## config.mk

```make
export PLATFORM = sky130hd
export DESIGN_NAME = c3bn_div
export DESIGN_NICKNAME = d
export VERILOG_FILES = /design/src/c3bn_pkg.sv /design/src/c3bn_div.sv
export SDC_FILE = /design/constraint.sdc
export NUM_CORES = 1
export LEC_CHECK = 0
export BUFFER_PORTS_ARGS = -buffer_cell sky130_fd_sc_hd__buf_4
export CAP_MARGIN = 20
export CORE_MARGIN = 2
export CORE_UTILIZATION = 30
export CTS_BUF_LIST = sky130_fd_sc_hd__clkbuf_8
export DETAILED_ROUTE_END_ITERATION = 16
export GPL_ROUTABILITY_DRIVEN = 0
export GPL_TIMING_DRIVEN = 0
export SYNTH_ARGS = -nofsm -noshare
export SYNTH_HDL_FRONTEND = slang
export SYNTH_SLANG_ARGS = --single-unit
```

## constraint.sdc

```tcl
create_clock -name clock -period 3.1 [get_ports clock]
set_clock_uncertainty 0.1 [all_clocks]
set_input_delay 0.155 -clock clock [delete_from_list [all_inputs] [get_ports clock]]
set_output_delay 0.155 -clock clock [all_outputs]
set_load 0.02 [all_outputs]
```

## src/c3bn_pkg.sv

```systemverilog
`timescale 1ns / 1ps
package c3bn_pkg;

   localparam int SIZE_W = 9;
   localparam int COEFF_W = 24;
   localparam int SUM_W = 20;
   localparam int DSUM_W = 12;
   localparam int QUO_W = 19;
   localparam int DEN_W = 11;
   localparam int CSR_IDX_W = 3;

   localparam int MAX_WIDTH_DEF = 256;
   localparam int MAX_HEIGHT_DEF = 256;

   localparam logic [SIZE_W-1:0] WIDTH_RST = 9'd256;
   localparam logic [SIZE_W-1:0] HEIGHT_RST = 9'd256;
   localparam logic [COEFF_W-1:0] COEFF_TOP_RST = 24'd65280;
   localparam logic [COEFF_W-1:0] COEFF_MID_RST = 24'd16713215;
   localparam logic [COEFF_W-1:0] COEFF_BOT_RST = 24'd65280;

   localparam logic [CSR_IDX_W-1:0] CSR_WIDTH = 3'd0;
   localparam logic [CSR_IDX_W-1:0] CSR_HEIGHT = 3'd1;
   localparam logic [CSR_IDX_W-1:0] CSR_TOP = 3'd2;
   localparam logic [CSR_IDX_W-1:0] CSR_MID = 3'd3;
   localparam logic [CSR_IDX_W-1:0] CSR_BOT = 3'd4;

   localparam logic KIND_PIXEL = 1'b0;
   localparam logic KIND_DRAIN = 1'b1;

endpackage

```

## src/c3bn_div.sv

```systemverilog
`timescale 1ns / 1ps
module c3bn_div (
   input  logic                        clock,
   input  logic                        reset,
   input  logic                        start,
   input  logic [c3bn_pkg::QUO_W-1:0]  dividend,
   input  logic [c3bn_pkg::DEN_W-1:0]  divisor,
   output logic                        done,
   output logic [c3bn_pkg::QUO_W-1:0]  quotient
);
   import c3bn_pkg::*;

   localparam int CNT_W = $clog2(QUO_W + 1);

   logic [DEN_W:0]   rem_ff, rem_sh;
   logic [QUO_W-1:0] quo_ff;
   logic [DEN_W-1:0] den_ff;
   logic [CNT_W-1:0] cnt_ff;
   logic             busy_ff, done_ff;
   logic             fits;

   assign rem_sh = {rem_ff[DEN_W-1:0], quo_ff[QUO_W-1]};
   assign fits = rem_sh >= {1'b0, den_ff};
   assign done = done_ff;
   assign quotient = quo_ff;

   always_ff @(posedge clock) begin
      if (reset) begin
         busy_ff <= 1'b0;
         done_ff <= 1'b0;
         cnt_ff <= '0;
      end else begin
         done_ff <= 1'b0;
         if (start) begin
            busy_ff <= 1'b1;
            cnt_ff <= '0;
            rem_ff <= '0;
            quo_ff <= dividend;
            den_ff <= divisor;
         end else if (busy_ff) begin
            rem_ff <= fits ? rem_sh - {1'b0, den_ff} : rem_sh;
            quo_ff <= {quo_ff[QUO_W-2:0], fits};
            cnt_ff <= cnt_ff + 1'b1;
            if (cnt_ff == CNT_W'(QUO_W - 1)) begin
               busy_ff <= 1'b0;
               done_ff <= 1'b1;
            end
         end
      end
   end
endmodule

```

* After elaboration in Yosys (flattened, before gate mapping)
Index checks and enable logic that the tools add are counted.
** Word-level totals
- Word-level logic and storage cells :: 25
- Output and inout bits :: 20
- Input port bits :: 33
- Flip-flop bits (word level) :: 48
** Cells by class
- Bitwise operators :: 2
- Reduce and logical (&&, ||, !) cells :: 5
- Add/sub/neg operators :: 2
- $lt $le $gt $ge :: 1
- Equal/unequal tests :: 1
- Mux-type cells :: 8
** Operator list (number)
- 19-bit two-way mux :: 2
- 11-bit two-way mux :: 2
- 12-bit by 11-bit greater-or-equal comparator with 1-bit output :: 1
- 11-bit subtractor :: 1
- 5-bit by 1-bit adder with 5-bit output (second input constant) :: 1
- 5-bit == test (second input constant) :: 1
- 1-bit two-way mux :: 4
- 2-bit AND reduction :: 2
- 3-bit OR reduction :: 1
- 1-bit inverter :: 2
- 2-bit nonzero test :: 1
- 2-bit OR reduction :: 1

* Depth between registers and ports, before layout
- Depth after elaboration :: 4
- Gate-level depth with buffers :: 10
- Depth with buffers taken out :: 9

* Least setup slack after synthesis
Ideal clock, no wire load.
- Kind :: input-to-reg
- From :: input start
- To :: register quo_ff[0], in the netlist quotient[0], enable pin
- Slack :: 482 ps
- Stages :: 4
- Data required time :: 2583 ps
- Setup time :: 417 ps
- Data arrival time :: 2101 ps
- Cells stage by stage :: clkbuf_1 -> buf_1 -> nor2_1 -> nor2_1
** On the way
- Cells in the longest elaborated chain, start to end :: 2
** Ends and longest elaborated chain
- from (decl) :: line c3bn_div.sv:5 : input logic start,
- 2-bit nonzero test (no line)
- 2-bit AND reduction (no line)
- to (signal assigned) :: line c3bn_div.sv:38 : quo_ff <= dividend;
- to (signal assigned) :: line c3bn_div.sv:42 : quo_ff <= {quo_ff[QUO_W-2:0], fits};
- to (decl) :: line c3bn_div.sv:16 : logic [QUO_W-1:0] quo_ff;
Every way passes these cells.
A chain may end at the register's enable or synchronous reset.

* Worst setup path after layout
- From :: register quo_ff[18], in the netlist quotient[18]
- To :: register rem_ff[10], data pin
** On the way
- Cells in the longest elaborated chain, start to end :: 3
** Ends and longest elaborated chain
- 11-bit subtractor / 12-bit by 11-bit greater-or-equal comparator with 1-bit output (equally long branches) :: line c3bn_div.sv:41, c3bn_div.sv:23
- 11-bit two-way mux * :: line c3bn_div.sv:41 : rem_ff <= fits ? rem_sh - {1'b0, den_ff} : rem_sh;
- 11-bit two-way mux * :: line c3bn_div.sv:40 : end else if (busy_ff) begin
- to (signal assigned) :: line c3bn_div.sv:41
- to (decl) :: line c3bn_div.sv:15 : logic [DEN_W:0] rem_ff, rem_sh;
Mark *: on every way between the ends. The rest lies on a longest branch, timed or not. The select of a mux whose other input is x is not followed.

==> flow_metrics.py <==
metrics = {
    "yosys": {
        "synth-main-ff-cell": "edfxtp_1",
        "synth_edf_count": 41,
        "synth-async-reset-ratio": 0,
        "syn_inst": 199,
        "syn_area_um2": 2497,
        "ys_ff_latch": 48,
        "syn_avg_cell_area_um2": 12.55,
        "ys_types": 37,
        "ys_warn_count": 0,
        "ys_seq_area_frac": 0.5491,
        "syn_nets": 246,
    },
    "power": {
        "p_per_area_nw_per_um2": 488.7,
        "power.switching_mw": 0.4548,
        "p_clk_frac": 0.231,
        "combPwrFrac": 0.271,
        "seqPwrFrac": 0.498,
        "vdd.ir_drop.worst_mv": 0.2463,
        "p_int_mw": 1.126,
        "switching_share": 0.2878,
        "finalPower_mw": 1.580,
        "leakagePower_nw": 1.306,
    },
    "global_routing": {
        "antenna_found_initial": 0,
        "grt.total_usage": 0.1202,
        "grt_pass1_vias": 1761,
        "grt_max_degree": 31,
        "grt.overflow.total": 0,
        "grt_pass1_wl_um": 8349,
    },
    "clock_tree": {
        "htree_num_levels": 2,
        "clock_path_buffers": 2,
        "cts_tree": "done",
        "clkLatencyLatePin_ns": 0.30,
        "cts_root_buffer": "clkbuf_8",
        "cts_sinks": 48,
        "numCtsBuffers": 5,
        "clk_pin_slew_ns": 0.09,
    },
    "timing": {
        "worst_pin_slew_ns": 0.8666,
        "finalCriticalPeriod_ns": 2.617,
        "final.period_utilization": 0.8443,
        "hold_viol_final": 0,
        "finalSetupViolCount": 0,
        "max_freq_mhz": 382.1,
        "drv_slew": 0,
        "relSlewSlack": 0.4209,
        "grt_setup_unrepaired": "no",
    },
    "min_path": {
        "hp-start": "dividend[11]",
        "min_to": "quotient[11]",
        "hold_depth": 2,
        "worstHoldPathType": "input port to register",
    },
    "detailed_routing": {
        "ant_nets": 0,
        "num_vias": 1739,
        "dr.pass1.iters": 4,
        "vias_per_cell": 4.625,
        "first_iter_violations": 67,
        "finalWirelength_um": 5181,
        "avgRoutedWirePerCell_um": 13.78,
        "drc_errors": 0,
    },
    "critical_path": {
        "slowest_stage": "fa_1",
        "path_cells": "inv_1, ha_1, fa_1, nand2b_1, a21o_1, a211oi_1, o21ai_0, a21o_1, a32o_1",
        "path_delay_family": "compound AO/OA/AOI/OAI gates",
        "cp-start-kind": "register",
        "reg2reg_setup_slack_ns": 0.48,
        "critPathKind": "register to register",
        "cpPeakStageDelay_ns": 0.41,
        "rr_endpoint": "rem_ff[10]",
        "end_kind": "register",
        "reg2regPathDepth": 9,
        "cpMostUsedCell": "a21o_1",
        "worstReg2RegStart": "quotient[18]",
        "cp.required_ns": 3.06,
        "worstPathArrival_ns": 2.58,
        "crit_fanout": 3,
        "critPathBufInv": 1,
    },
    "finish": {
        "drive_gt1_frac": 0.3173,
        "insertedDiodeCount": 0,
        "synthToLayoutAreaGrowth_pct": 29.51,
        "fin_cells": 376,
        "nNetsFinal": 317,
    },
    "place": {
        "dp_cells": 355,
        "dp_hpwl_um": 3770,
        "port_buffers": 51,
    },
    "die": {
        "num_rows": 33,
        "initial_core_util": 0.3070,
        "dieArea_um2": 9071,
        "die_y_um": 95.24,
        "core_area_um2": 8134,
        "die_x_um": 95.24,
        "io_pins": 53,
    },
    "job": {
        "max-cap-violations": 0,
    },
    "run_status": {
        "status": "complete, no violations",
    },
}
-- synth_stat cells, types with 5 or more instances --
cell type	number	area, um2
mux2_2	20	225.2
inv_1	18	67.56
ha_1	13	162.7
mux2i_1	5	50.05
dfxtp_1	7	140.1
nand2_1	6	22.52
xnor2_1	7	61.31
edfxtp_1	41	1231
nor2_1	23	86.33
a21oi_1	5	25.02
-- per-layer routing --
layer	track usage	vias up	share of wire
met5	0	-	0
met4	0.03986	0	0.014
met3	0.03399	6	0.064
met2	0.2025	49	0.49
met1	0.1479	825	0.43
li1	-	859	-
-- worst max-delay path by stage --
stage	start	endpoint	slack (ns)	cells past startpoint
2_1_floorplan	start	quotient[0]	0.48	4
3_3_place_gp	start	quotient[5]	-0.49	4
3_5_place_dp	quotient[18]	rem_ff[4]	0.52	10
4_1_cts	quotient[18]	rem_ff[4]	0.48	10
5_1_grt	quotient[18]	rem_ff[4]	0.29	10
6_report	quotient[18]	rem_ff[10]	0.48	9
-- power by group through the flow --
stage	Clock (mW)	Sequential [mW]	Combinational, mW
finish	0.365	0.788	0.428
global route	0.398	0.794	0.472
CTS	0.380	0.789	0.429
detailed placement	0	0.803	0.415
global placement	0	0.803	0.409
floorplan	0	0.817	0.280
-- layout make-up --
class,instances,area (um2)
Sequential cell,48,1371
Clock inverter,3,15.01
Buffer,6,30.03
Multi-Input combinational cell,127,1036
Timing Repair Buffer,64,514.2
Inverter,18,67.56
Fill cell,800,4900
Clock buffer,5,68.82
Tap cell,105,131.4
-- worst register-to-register path, delay by kind of cell (launching register included) --
family	cells	cell delay [ns]
buffers and inverters	1	0.08
AO/OA/AOI/OAI	5	1.01
adder cells (fa/ha/maj)	2	0.64
AND/OR/NAND/NOR	1	0.18
flip-flops	1	0.38
-- layout by cell type, fill, tap and decap left out, types with 2 or more instances in the layout --
| cell type | instances |
|---|---|
| buf_4 | 51 |
| edfxtp_1 | 41 |
| nor2_1 | 22 |
| mux2_2 | 20 |
| inv_1 | 19 |
| ha_1 | 13 |
| dlygate4sd3_1 | 12 |
| xnor2_1 | 7 |
| dfxtp_1 | 7 |
| nand2_1 | 6 |
| a21oi_1 | 5 |
| mux2i_1 | 5 |
| clkbuf_8 | 5 |
| clkbuf_1 | 4 |
| a21o_1 | 4 |
| o21a_1 | 4 |
| nand4_1 | 4 |
| o21ai_0 | 4 |
| nor3_1 | 3 |
| a211oi_1 | 3 |
| nor2b_1 | 3 |
| xor2_1 | 3 |
| nand2b_1 | 2 |
| o211ai_1 | 2 |
| o21ai_2 | 2 |
| nand3_1 | 2 |
| buf_6 | 2 |
-- registers in the layout, indices dropped and copies added, names as in the netlist --
register / count
busy_ff: 1
quotient: 19
cnt_ff: 5
done: 1
rem_ff: 11
den_ff: 11
-- through the flow --
stage	hold WS, ns	area, um2	setup TNS [ns]	setup WS (ns)	utilization
6_report	0.04789	3234	0	0.4827	0.3976
5_1_grt	0.04099	3234	0	0.2916	0.3976
4_1_cts	0.03864	3223	0	0.4757	0.3962
3_5_place_dp	0.2345	3019	0	0.5204	0.3712
3_3_place_gp	0.2341	3012	-14.73	-0.4924	0.3703
2_1_floorplan	0.1278	2497	0	0.4816	-
-- repair_timing --
item,in CTS,in global routing
resized for setup,0,0
endpoints found under the hold margin,12,0
hold buffers,12,0
setup buffers,0,0
-- cells by family (layout without fill, tap and decap cells) --
kind of cell,after synthesis,after routing,synth area share
and+or+nand+nor,47,47,0.09068
xor gates and xnor gates,10,10,0.03507
buffers and inverters,24,96,0.03907
muxes,25,25,0.1102
adders and majority gates,14,14,0.07315
DFF,48,48,0.5491
AOI/OAI and AO/OA,31,31,0.1027
Power figures use the tool's default switching activity.
